<file path="config.mk">
export PLATFORM = sky130hd
export DESIGN_NAME = slf_merge_flat
export DESIGN_NICKNAME = d
export VERILOG_FILES = /design/src/rtl/slf_pkg.sv /design/src/rtl/slf_out_if.sv /design/src/rtl/slf_merge.sv /design/src/flat_wrapper.sv
export SDC_FILE = /design/constraint.sdc
export NUM_CORES = 1
export LEC_CHECK = 0
export ABC_AREA = 1
export BUFFER_PORTS_ARGS = -buffer_cell sky130_fd_sc_hd__buf_2
export CORE_UTILIZATION = 45
export CTS_BUF_LIST = sky130_fd_sc_hd__clkbuf_4
export DETAILED_ROUTE_END_ITERATION = 6
export PLACE_DENSITY_LB_ADDON = 0.08
export SLEW_MARGIN = 20
export SYNTH_ARGS = -nofsm -noshare
export SYNTH_HDL_FRONTEND = slang
export SYNTH_SLANG_ARGS = --single-unit
</file>
<file path="constraint.sdc">
create_clock -name clk -period 3.2 [get_ports clk]
set_clock_uncertainty 0.05 [all_clocks]
set_input_delay 0.16 -clock clk [delete_from_list [all_inputs] [get_ports clk]]
set_output_delay 0.16 -clock clk [all_outputs]
set_load 0.05 [all_outputs]
</file>
<file path="src/rtl/slf_pkg.sv">
// ----------------------------------------------------------------------------
// slf_pkg: shared types and constants for the stereo loudness filter
// Register indexes, fixed-point widths, lane control structs and the lane
// sequencer states.
// ----------------------------------------------------------------------------
package slf_pkg;

  // Configuration port
  localparam int CFG_INDEX_W = 3;
  localparam int CFG_DATA_W  = 32;

  localparam logic [CFG_INDEX_W-1:0] REG_BOOST_MODE = 3'd0;
  localparam logic [CFG_INDEX_W-1:0] REG_POLE       = 3'd1;
  localparam logic [CFG_INDEX_W-1:0] REG_BLEND      = 3'd2;
  localparam logic [CFG_INDEX_W-1:0] REG_SHELF      = 3'd3;
  localparam logic [CFG_INDEX_W-1:0] REG_GAIN       = 3'd4;

  localparam int POLE_W  = 24;
  localparam int BLEND_W = 27;
  localparam int SHELF_W = 17;
  localparam int GAIN_W  = 32;

  localparam logic [GAIN_W-1:0] GAIN_UNITY = 32'd4194304;

  // Fraction bits of each coefficient
  localparam int unsigned POLE_FRAC  = 24;
  localparam int unsigned BLEND_FRAC = 18;
  localparam int unsigned SHELF_FRAC = 16;
  localparam int unsigned GAIN_FRAC  = 22;

  // 0.3 in Q0.24, cross-feed from the left second stage into the first stage
  localparam logic [POLE_W-1:0] CROSS_FEED = 24'd5033165;

  // Datapath widths
  localparam int STATE_W = 32;   // filter state, LSB = sample LSB
  localparam int ACC_W   = 48;   // channel accumulator
  localparam int MA_W    = 35;   // multiplier operand A, signed
  localparam int MB_W    = 33;   // multiplier operand B, signed
  localparam int P_W     = MA_W + MB_W;
  localparam int TMP_W   = 35;   // cross-feed term / boost difference

  localparam logic signed [ACC_W-1:0] ST_MAX = ACC_W'(32'h7FFF_FFFF);
  localparam logic signed [ACC_W-1:0] ST_MIN = -ST_MAX - ACC_W'(1);

  typedef struct packed {
    logic               boost_mode;
    logic [POLE_W-1:0]  pole;
    logic [BLEND_W-1:0] blend;
    logic [SHELF_W-1:0] shelf;
    logic [GAIN_W-1:0]  gain;
  } cfg_t;

  typedef struct packed {
    logic load;    // latch sample and mode
    logic start;   // begin the filter sequence
  } lane_ctl_t;

  typedef struct packed {
    logic z2_upd;  // second stage updated this cycle (cut mode)
    logic done;    // result word registered this cycle
  } lane_stat_t;

  typedef enum logic [2:0] {
    LS_IDLE,
    LS_CROSS,
    LS_POLE1,
    LS_POLE2,
    LS_SHELF,
    LS_BLEND,
    LS_GAIN
  } lane_state_t;

  // Saturate to the signed state range
  function automatic logic signed [STATE_W-1:0] sat_state(input logic signed [ACC_W-1:0] x);
    logic signed [STATE_W-1:0] r;
    if (x > ST_MAX) begin
      r = ST_MAX[STATE_W-1:0];
    end else if (x < ST_MIN) begin
      r = ST_MIN[STATE_W-1:0];
    end else begin
      r = x[STATE_W-1:0];
    end
    return r;
  endfunction

endpackage

</file>
<file path="src/rtl/slf_out_if.sv">
// ----------------------------------------------------------------------------
// slf_out_if: filtered stereo result channel
// Valid/ready channel carrying one left/right result pair per word.
// ----------------------------------------------------------------------------
interface slf_out_if #(
  parameter int SAMPLE_BITS = 24
);
  logic                          valid;
  logic                          ready;
  logic signed [SAMPLE_BITS-1:0] left_result;
  logic signed [SAMPLE_BITS-1:0] right_result;

  modport source (output valid, output left_result, output right_result, input ready);
  modport sink   (input valid, input left_result, input right_result, output ready);
endinterface

</file>
<file path="src/rtl/slf_merge.sv">
// ----------------------------------------------------------------------------
// slf_merge: lane result merge and output register
// Collects the left and right lane results, pairs them into one word and
// holds it in the output register until the receiver takes it.
// ----------------------------------------------------------------------------
module slf_merge
  import slf_pkg::*;
#(
  parameter int SAMPLE_BITS = 24
) (
  input  logic                          clk,
  input  logic                          rst,
  input  lane_stat_t                    left_stat,
  input  lane_stat_t                    right_stat,
  input  logic signed [SAMPLE_BITS-1:0] left_lane,
  input  logic signed [SAMPLE_BITS-1:0] right_lane,
  output logic                          take,
  slf_out_if.source                     results
);

  logic left_ready, right_ready;
  logic out_valid;

  // Move the pair once both lanes are done and the output slot is free
  assign take = left_ready && right_ready && (!out_valid || results.ready);

  // Track finished lanes
  always_ff @(posedge clk) begin
    if (rst) begin
      left_ready  <= 1'b0;
      right_ready <= 1'b0;
      out_valid   <= 1'b0;
    end else begin
      if (take) begin
        left_ready  <= 1'b0;
        right_ready <= 1'b0;
      end else begin
        if (left_stat.done) begin
          left_ready <= 1'b1;
        end
        if (right_stat.done) begin
          right_ready <= 1'b1;
        end
      end
      if (take) begin
        out_valid <= 1'b1;
      end else if (results.ready) begin
        out_valid <= 1'b0;
      end
    end
  end

  // Output word
  always_ff @(posedge clk) begin
    if (take) begin
      results.left_result  <= left_lane;
      results.right_result <= right_lane;
    end
  end

  assign results.valid = out_valid;

endmodule
</file>
<file path="src/flat_wrapper.sv">
// flat-port wrapper written by rule: the top's interface ports become plain ports
module slf_merge_flat import slf_pkg::*;
#(
  parameter int SAMPLE_BITS = 24
)
  (clk, rst, left_stat, right_stat, left_lane, right_lane, take, results_valid, results_left_result, results_right_result, results_ready);
  slf_out_if #(.SAMPLE_BITS(SAMPLE_BITS)) results_i ();
  input  logic clk;
  input  logic rst;
  input  lane_stat_t left_stat;
  input  lane_stat_t right_stat;
  input  logic signed [SAMPLE_BITS-1:0] left_lane;
  input  logic signed [SAMPLE_BITS-1:0] right_lane;
  output logic take;
  output wire logic [$bits(results_i.valid)-1:0] results_valid;
  output wire logic [$bits(results_i.left_result)-1:0] results_left_result;
  output wire logic [$bits(results_i.right_result)-1:0] results_right_result;
  input wire logic [$bits(results_i.ready)-1:0] results_ready;
  assign results_valid = results_i.valid;
  assign results_left_result = results_i.left_result;
  assign results_right_result = results_i.right_result;
  assign results_i.ready = results_ready;
  slf_merge #(.SAMPLE_BITS(SAMPLE_BITS)) u_core (.clk(clk), .rst(rst), .left_stat(left_stat), .right_stat(right_stat), .left_lane(left_lane), .right_lane(right_lane), .take(take), .results(results_i));
endmodule
</file>
==> results of run 1 <==
worst min-delay path by stage:
stage                  startpoint                              to  depth (start not counted)
finish              results_ready            u_core.results.valid                          4
global route        results_ready            u_core.results.valid                          4
CTS                 results_ready            u_core.results.valid                          4
detailed placement  right_lane[8]  u_core.results.right_result[8]                          1
global placement              rst            u_core.results.valid                          2
floorplan                     rst            u_core.results.valid                          1
logic make-up (layout without fill, tap and decap cells):
logic type	after synthesis	after routing	synth area share
flip-flops	51	51	0.962
buffers and inverters	4	166	0.00961
AND/OR/NAND/NOR	8	8	0.0256
AO/OA/AOI/OAI	1	1	0.00320
critical path: cells and delay by family (launching register included):
family	cells	cell delay [ns]
buffers and inverters	3	0.86
and+or+nand+nor	2	0.13
DFF	1	0.38
flip-flops by register name, indices dropped and copies added, names as in the netlist:
signal and count:
u_core.right_ready 1, u_core.left_ready 1, u_core.results.valid 1, u_core.results.right_result 24
u_core.results.left_result 24
placed cells by master, fill, tap and decap left out:
master         instances
buf_2                102
a21oi_1                1
inv_1                  2
dlygate4sd3_1         51
clkinv_2               1
inv_2                  2
dfxtp_1                3
nor2_1                 4
buf_4                  1
edfxtp_1              48
nand2_2                4
clkbuf_4               7
power by group:
group / switching [mW] / leakage (nW) / internal [mW]
Clock: 0.172 / 0.0361 / 0.103
Sequential: 0.00624 / 0.463 / 0.756
Combinational: 0.106 / 0.665 / 0.0779
Total: 0.285 / 1.16 / 0.937
layout make-up:
| type | count | area (um^2) | area share |
|---|---|---|---|
| flip-flops and latches | 51 | 1500 | 0.555 |
| clock buffers | 7 | 52.6 | 0.0194 |
| clock inverters | 1 | 5.00 | 0.00185 |
| multi-input cells | 9 | 45.0 | 0.0167 |
| well taps | 46 | 57.6 | 0.0213 |
| inverters | 4 | 15.0 | 0.00555 |
| repair buffers | 154 | 1030 | 0.380 |
metrics by stage:
stage	hold WS [ns]	setup WS, ns
finish	0.0276	1.27
global route	0.0200	1.15
CTS	0.0111	1.24
detailed placement	0.288	1.48
global placement	0.283	1.54
floorplan	0.179	0.823
layer usage:
metal  vias up  wire length (um)  track usage
li1        560                 -            -
met1       539              1180        0.167
met2        64              2020        0.392
met3         6               280       0.0789
met4         0                51       0.0844
met5         -                 0            0
timing repair:
action,CTS,global route
buffers inserted,0,0
hold buffers,51,0
hold endpoints to repair,51,0
==> impl_metrics.py, run 1 <==
metrics = {
    "global_routing": {
        "first_global_vias": 1154,
        "antenna_found_initial": 0,
        "grt_overflow": 0,
        "grt_max_degree": 31,
        "grt_usage": 0.197,
        "grt_pass1_wl_um": 4840,
    },
    "yosys": {
        "ys.flop_type": "edfxtp_1",
        "yosysTopAreaCell": "edfxtp_1",
        "synth_cell_types": 7,
        "yosys-top-cells-count": "edfxtp_1, nand2_2, nor2_1, dfxtp_1, inv_1",
        "yosys_register_bits": 51,
        "syn_area_um2": 1560,
        "ys_seq_area_frac": 0.962,
        "synth-edff-count": 48,
        "synth_top_area_share": 0.923,
        "yosysMostFrequentCell": "edfxtp_1",
        "synth_nets": 119,
        "syn_area_per_cell_um2": 24.4,
        "syn_inst": 64,
        "synthArstFlopShare": 0,
        "synthTopCellsByArea": "edfxtp_1, dfxtp_1, nand2_2, nor2_1, inv_1",
        "yosys_warnings": 0,
    },
    "sta": {
        "rsz0062_at_grt": "no",
        "relSlewSlack": 0.607,
        "final-setup-viol-count": 0,
        "final.setup.tns_ns": 0,
        "worst_slew_pin_slew_ns": 0.589,
        "finalMaxSlewViolations": 0,
        "finalCritPeriodShare": 0.602,
        "fmax_mhz": 519,
        "period_minus_slack_ns": 1.93,
        "hold_viol": 0,
    },
    "worst_setup_path": {
        "slowest_stage": "inv_2",
        "path_class": "reg2out",
        "end_kind": "primary output",
        "cp_max_fo": 30,
        "timing.rr.end": "u_core.results.left_result[9]",
        "cp.arrival_ns": 1.72,
        "cp.required_ns": 2.99,
        "start_kind": "flop",
        "max_stage_delay_ns": 0.44,
        "crit_chain": "nand2_2 -> inv_2 -> nand2_2 -> inv_2 -> buf_2",
        "regToRegSetupSlack_ns": 1.47,
        "startpoint": "u_core.right_ready",
        "crit_end": "take",
        "reg2reg_depth": 5,
        "regToRegStartpoint": "u_core.right_ready",
    },
    "clocking": {
        "htree_levels": 2,
        "clk_latency_ns": 0.34,
        "ctsResizeCount": 0,
        "cts_max_path_buffers": 2,
        "cts.sinks": 51,
        "root_buffer": "clkbuf_4",
        "clk_pin_slew_ns": 0.12,
        "cts_tree": "yes",
        "cts_buffers": 5,
    },
    "final_layout": {
        "stdcell_count": 272,
        "fin_util": 0.811,
        "fin_area_um2": 2710,
        "n_antenna_cell": 0,
        "nets": 280,
        "fillers": 190,
        "drive_gt1_frac": 0.518,
        "syn2layout_area_growth_pct": 73.2,
    },
    "floorplanning": {
        "core_um2": 3340,
        "io_pins": 105,
        "die_w_um": 60.9,
        "die_area_um2": 3710,
        "row_count": 21,
        "die_h_um": 60.9,
        "start_util": 0.468,
    },
    "routing": {
        "wire_per_inst_um": 13.0,
        "wl_um": 3530,
        "drtPass1Iterations": 6,
        "drtIter0Drc": 43,
        "antenna_left": 0,
        "drc": 0,
        "via_count": 1169,
        "drt-vias-per-instance": 4.30,
    },
    "placement": {
        "place_inst": 213,
        "place.gp.congestion": 0.659,
        "port_buffers": 102,
        "placed_area_um2": 2140,
    },
    "worst_hold_path": {
        "hp-class": "in2reg",
    },
    "status": {
        "outcome": "finished clean",
    },
    "power_and_ir_drop": {
        "power_mw": 1.22,
        "static-leakage-power_nw": 1.16,
        "power_density_nw_per_um2": 452,
        "ir_drop_mv": 0.270,
    },
    "job": {
        "max-cap-violations": 0,
    },
}
Note: power is estimated with default switching activity, not from simulation.
==> run 2: changes to the inputs <==
--- a/config.mk
+++ b/config.mk
@@ -5,9 +5,9 @@
 export SDC_FILE = /design/constraint.sdc
 export NUM_CORES = 1
 export LEC_CHECK = 0
-export ABC_AREA = 1
+export ABC_AREA = 0
 export BUFFER_PORTS_ARGS = -buffer_cell sky130_fd_sc_hd__buf_2
-export CORE_UTILIZATION = 45
+export CORE_UTILIZATION = 38
 export CTS_BUF_LIST = sky130_fd_sc_hd__clkbuf_4
 export DETAILED_ROUTE_END_ITERATION = 6
 export PLACE_DENSITY_LB_ADDON = 0.08
==> constraint.sdc (replaced) <==
create_clock -name clk -period 1.7 [get_ports clk]
set_clock_uncertainty 0.05 [all_clocks]
set_input_delay 0.085 -clock clk [delete_from_list [all_inputs] [get_ports clk]]
set_output_delay 0.085 -clock clk [all_outputs]
set_load 0.05 [all_outputs]
==> run 2 against run 1 <==
  * Sequential power is 88% higher
  * Sequential cell count stayed put
  * Total power is 88% higher
==> impl_metrics.py, run 2 <==
metrics = {
    "status": {
        "outcome": "finished clean",
    },
    "yosys": {
        "yosys_warnings": 0,
        "synth-edff-count": 48,
        "syn_inst": 59,
        "yosysMostFrequentCell": "edfxtp_1",
        "yosys-top-cells-count": "edfxtp_1, dfxtp_1, a311oi_1, nor2_1",
        "ys_seq_area_frac": 0.965,
        "synth_top_area_share": 0.927,
        "yosys_register_bits": 51,
        "ys.flop_type": "edfxtp_1",
        "synth_nets": 114,
        "yosysTopAreaCell": "edfxtp_1",
        "synthTopCellsByArea": "edfxtp_1, dfxtp_1, a311oi_1, nand2b_4, nor2_1",
        "syn_area_per_cell_um2": 26.4,
        "synth_cell_types": 8,
        "syn_area_um2": 1560,
        "synthArstFlopShare": 0,
    },
    "worst_hold_path": {
        "hold_start": "results_ready",
        "hp-class": "in2reg",
        "min_to": "u_core.left_ready",
        "hold_path_depth": 3,
    },
    "sta": {
        "relSlewSlack": 0.823,
        "finalCritPeriodShare": 0.874,
        "finalMaxSlewViolations": 0,
        "hold_viol": 0,
        "rsz0062_at_grt": "no",
        "period_minus_slack_ns": 1.48,
        "final-setup-viol-count": 0,
        "worst_slew_pin_slew_ns": 0.264,
        "fmax_mhz": 673,
    },
    "worst_setup_path": {
        "cp.buffers_inverters": 1,
        "max_stage_delay_ns": 0.40,
        "slowest_stage": "dfxtp_1",
        "cp_max_fo": 6,
        "cp.arrival_ns": 1.35,
        "crit_family": "flip-flops",
        "reg2reg_depth": 4,
        "regToRegSetupSlack_ns": 0.30,
        "crit_chain": "nand2_1 -> nor2b_4 -> buf_2",
        "regToRegStartpoint": "u_core.right_ready",
        "startpoint": "u_core.right_ready",
        "end_kind": "primary output",
        "cp.required_ns": 1.56,
        "timing.rr.end": "u_core.results.right_result[1]",
        "path_class": "reg2out",
        "start_kind": "flop",
    },
    "final_layout": {
        "final_common_cell": "buf_2",
        "drive_gt1_frac": 0.522,
        "fillers": 266,
        "n_antenna_cell": 0,
        "nets": 282,
        "final_cell_mix": "buf_2, dlygate4sd3_1, edfxtp_1",
        "stdcell_count": 276,
        "largestRegisters": "u_core.results.left_result (24), u_core.results.right_result (24)",
        "syn2layout_area_growth_pct": 78.9,
    },
    "clocking": {
        "root_buffer": "clkbuf_4",
        "clk_latency_ns": 0.33,
        "ctsResizeCount": 0,
        "cts_max_path_buffers": 2,
        "cts.sinks": 51,
        "cts_tree": "yes",
        "htree_levels": 2,
        "cts_buffers": 5,
        "clk_pin_slew_ns": 0.12,
    },
    "routing": {
        "drc": 0,
        "drt-vias-per-instance": 4.24,
        "via_count": 1171,
        "drtPass1Iterations": 4,
        "drtIter0Drc": 52,
        "wire_per_inst_um": 12.2,
        "wl_um": 3360,
        "antenna_left": 0,
    },
    "floorplanning": {
        "io_pins": 105,
        "row_count": 22,
        "start_util": 0.409,
        "die_area_um2": 4350,
        "core_um2": 3800,
        "die_h_um": 66.0,
        "die_w_um": 66.0,
    },
    "power_and_ir_drop": {
        "ir_drop_mv": 0.723,
        "power_density_nw_per_um2": 825,
        "static-leakage-power_nw": 1.19,
        "power_mw": 2.30,
    },
    "placement": {
        "port_buffers": 102,
        "place_inst": 211,
        "place.gp.congestion": 0.602,
    },
    "global_routing": {
        "first_global_vias": 1149,
        "grtUsageMet1": 0.146,
        "antenna_found_initial": 0,
        "gr-usage-met3": 0.0517,
        "grt_usage": 0.161,
        "use_met2": 0.319,
        "grt_max_degree": 32,
        "grt_pass1_wl_um": 4980,
        "grt.busiest_layer": "met2",
        "grt_overflow": 0,
    },
    "job": {
        "max-cap-violations": 0,
    },
}
[run 2: cell types whose count changed after synthesis]
cell,change
nand2_2,-4
inv_1,-3
a311oi_1,+2
nor2_1,-2
inv_2,-1
nand2_1,+1
nand2b_4,+1
nor2b_1,+1
[run 2: routing by layer]
layer	up-vias	wire (um)
met5	-	0
met4	0	19
met3	2	275
met2	55	1950
met1	543	1120
li1	571	-
[run 2: worst max path at each step]
stage / endpoint / slack, ns / depth (start not counted)
global route: take / 0.14 / 3
finish: take / 0.22 / 3
floorplan: u_core.results.left_result[0] / -0.23 / 2
CTS: take / 0.04 / 3
detailed placement: u_core.results.left_result[2] / 0.29 / 3
global placement: u_core.results.left_result[18] / 0.36 / 3
[run 2: cell type report]
type	count	area (um^2)	share of cell area
Timing Repair Buffer	161	1100	0.395
Clock inverter	2	12.5	0.00450
Tap cell	48	60.1	0.0216
Multi-Input combinational cell	8	61.3	0.0220
Sequential cell	51	1510	0.541
Clock buffer	6	45.0	0.0162
[run 2: worst reg2reg max path, stage by stage (launching register included)]
cell	delay (ns)
dfxtp_1	0.40
nand2_1	0.12
nor2b_4	0.20
buf_4	0.15
buf_12	0.19
[run 2: power by group]
group | switching (mW) | total (mW) | internal (mW)
registers | 0.0127 | 1.43 | 1.42
logic | 0.199 | 0.360 | 0.161
clock network | 0.326 | 0.502 | 0.176
total | 0.537 | 2.30 | 1.76
[run 2: per-stage QoR]
stage,util,cell area (um^2),hold slack [ns],TNS (ns),setup slack [ns]
floorplan,-,1570,0.0944,-11.01,-0.229
global placement,0.570,2160,0.211,0,0.356
detailed placement,0.570,2160,0.213,0,0.287
CTS,0.725,2750,0.00883,0,0.0433
global route,0.733,2780,0.0206,0,0.137
finish,0.733,2780,0.0406,0,0.215
[run 2: cells by family (layout without fill, tap and decap cells)]
| kind of cell | count (synthesis) | in the layout | share of synthesized area |
|---|---|---|---|
| flip-flops | 51 | 51 | 0.965 |
| AND/OR/NAND/NOR | 5 | 5 | 0.0201 |
| AO/OA/AOI/OAI | 3 | 3 | 0.0145 |
| buffers and inverters | 0 | 169 | 0 |
[run 2: timing repair]
action                     4_1_cts  5_1_grt
setup endpoints to repair        0        1
hold buffers                    53        0
buffers inserted                 0        4
hold endpoints to repair        51        0
==> run 3: changes to the inputs <==
--- a/config.mk
+++ b/config.mk
@@ -6,10 +6,10 @@
 export NUM_CORES = 1
 export LEC_CHECK = 0
 export ABC_AREA = 0
-export BUFFER_PORTS_ARGS = -buffer_cell sky130_fd_sc_hd__buf_2
-export CORE_UTILIZATION = 38
+export CORE_UTILIZATION = 45
 export CTS_BUF_LIST = sky130_fd_sc_hd__clkbuf_4
 export DETAILED_ROUTE_END_ITERATION = 6
+export DONT_BUFFER_PORTS = 1
 export PLACE_DENSITY_LB_ADDON = 0.08
 export SLEW_MARGIN = 20
 export SYNTH_ARGS = -nofsm -noshare
==> run 3 against run 2 <==
  * Setup slack worse by 0.13 ns
  * Die area is 15% lower
  * Global-route usage down 0.93 points
  * Core utilization decreased by 1.9 points
  * Non-clock buffer count is 104 lower
  * Sequential cell count stayed put
  * Final area decreased by 19%
  * Register-to-register slack lost 0.09 ns
  * First-iteration DRC count is 1.9% higher
  * Critical path type unchanged
  * Critical endpoint unchanged
==> impl_metrics.py, run 3 (synthesis gave the netlist of run 2 again) <==
metrics = {
    "status": {
        "outcome": "finished clean",
    },
    "final_layout": {
        "drive_gt1_frac": 0.0968,
        "nets": 178,
        "fin_util": 0.713,
        "final_common_cell": "dlygate4sd3_1",
        "final_cell_mix": "dlygate4sd3_1, edfxtp_1, clkbuf_4",
        "largestRegisters": "u_core.results.left_result (24), u_core.results.right_result (24)",
        "syn2layout_area_growth_pct": 44.7,
        "n_antenna_cell": 0,
    },
    "worst_setup_path": {
        "cp.arrival_ns": 1.48,
        "path_class": "reg2out",
        "start_kind": "flop",
        "cp.required_ns": 1.56,
        "reg2reg_depth": 3,
        "timing.rr.end": "u_core.left_ready",
        "regToRegSetupSlack_ns": 0.21,
        "end_kind": "primary output",
        "cp_max_fo": 27,
        "regToRegStartpoint": "u_core.results.valid",
        "startpoint": "u_core.results.valid",
    },
    "floorplanning": {
        "die_w_um": 60.8,
        "start_util": 0.493,
        "die_area_um2": 3700,
        "io_pins": 105,
        "core_um2": 3150,
        "row_count": 20,
        "die_h_um": 60.8,
    },
    "sta": {
        "finalCritPeriodShare": 0.948,
        "finalMaxSlewViolations": 0,
        "final-setup-viol-count": 0,
        "period_minus_slack_ns": 1.61,
        "relSlewSlack": 0.680,
        "fin_ws_ns": 0.0886,
        "rsz0062_at_grt": "no",
        "fmax_mhz": 621,
        "fin_hold_ws_ns": 0.302,
        "hold_viol": 0,
        "worst_slew_pin_slew_ns": 0.481,
    },
    "clocking": {
        "htree_levels": 2,
        "root_buffer": "clkbuf_4",
        "cts_buffers": 5,
        "cts.sinks": 51,
        "cts_max_path_buffers": 2,
        "clk_pin_slew_ns": 0.12,
        "cts_tree": "yes",
        "post_cts_buffers": 0,
        "clk_latency_ns": 0.34,
    },
    "placement": {
        "dpl_worst_slack_ns": 0.349,
        "place.gp.congestion": 0.576,
        "port_buffers": 0,
    },
    "global_routing": {
        "gr-usage-met3": 0.0661,
        "grt_overflow": 0,
        "antenna_found_initial": 0,
        "grt.busiest_layer": "met2",
        "use_met2": 0.284,
        "grt_pass1_wl_um": 3710,
        "grtUsageMet1": 0.140,
        "first_global_vias": 759,
        "grt_usage": 0.152,
        "grt_max_degree": 28,
    },
    "routing": {
        "drtPass1Iterations": 4,
        "drtIter0Drc": 53,
        "drt-vias-per-instance": 4.82,
        "wl_um": 2810,
        "antenna_left": 0,
        "drc": 0,
        "wire_per_inst_um": 16.7,
        "via_count": 809,
    },
    "job": {
        "max-cap-violations": 0,
    },
    "power_and_ir_drop": {
        "ir_drop_mv": 0.656,
        "static-leakage-power_nw": 0.770,
        "power_density_nw_per_um2": 976,
    },
    "worst_hold_path": {
        "hold_path_depth": 3,
        "hp-class": "in2reg",
        "min_to": "u_core.results.left_result[14]",
        "hold_start": "results_ready",
    },
}
[run 3: cell types whose count changed in the layout (fill, tap and decap cells not counted)]
cell | before | now
buf_4 | 5 | 2
buf_2 | 102 | 0
dlygate4sd3_1 | 53 | 54
clkinvlp_4 | 1 | 0
clkinv_2 | 1 | 0
clkinv_1 | 0 | 2
[run 3: power breakdown]
group / leakage [nW] / internal [mW] / switching (mW) / total [mW]
logic: 0.276 / 0.0967 / 0.0479 / 0.145
clock network: 0.0307 / 0.170 / 0.317 / 0.487
registers: 0.463 / 1.42 / 0.141 / 1.57
[run 3: worst max-delay path, stage by stage (launching register included)]
cell and delay [ns]:
dfxtp_4 0.43, nand2b_4 0.11, nor2b_4 0.17, buf_12 0.19, buf_4 0.22
[run 3: layout make-up]
type / count / area, um^2
fillers: 217 / 903
multi-input cells: 8 / 61.3
repair buffers: 57 / 576
clock buffers: 6 / 45.0
clock inverters: 2 / 7.51
well taps: 44 / 55.1
flip-flops and latches: 51 / 1510
[run 3: through the flow]
stage / instance area (um^2) / setup TNS, ns / power (mW) / instances
after floorplan: 1570 / -11.01 / 1.62 / 59
after global placement: 1640 / 0 / 1.63 / 106
after detailed placement: 1640 / 0 / 1.63 / 106
after CTS: 2240 / 0 / 2.22 / 168
after global routing: 2250 / 0 / 2.27 / 168
final: 2250 / 0 / 2.20 / 168
[run 3: per-layer routing]
layer  wire length, um  up-vias
met1               886      381
met2              1610       56
met3               265        6
met5                 0        -
met4                45        0
li1                  -      366
[run 3: worst max-delay path by stage]
stage	endpoint	slack, ns	cells past startpoint
finish	take	0.09	4
global route	take	0.02	4
CTS	take	0.01	4
detailed placement	take	0.35	4
global placement	take	0.36	4
floorplan	u_core.results.left_result[0]	-0.23	2
[run 3: what timing repair did]
item	in CTS	in global routing
hold endpoints to repair	51	0
endpoints found under the setup margin	1	1
hold buffers	54	0
resized for setup	1	2
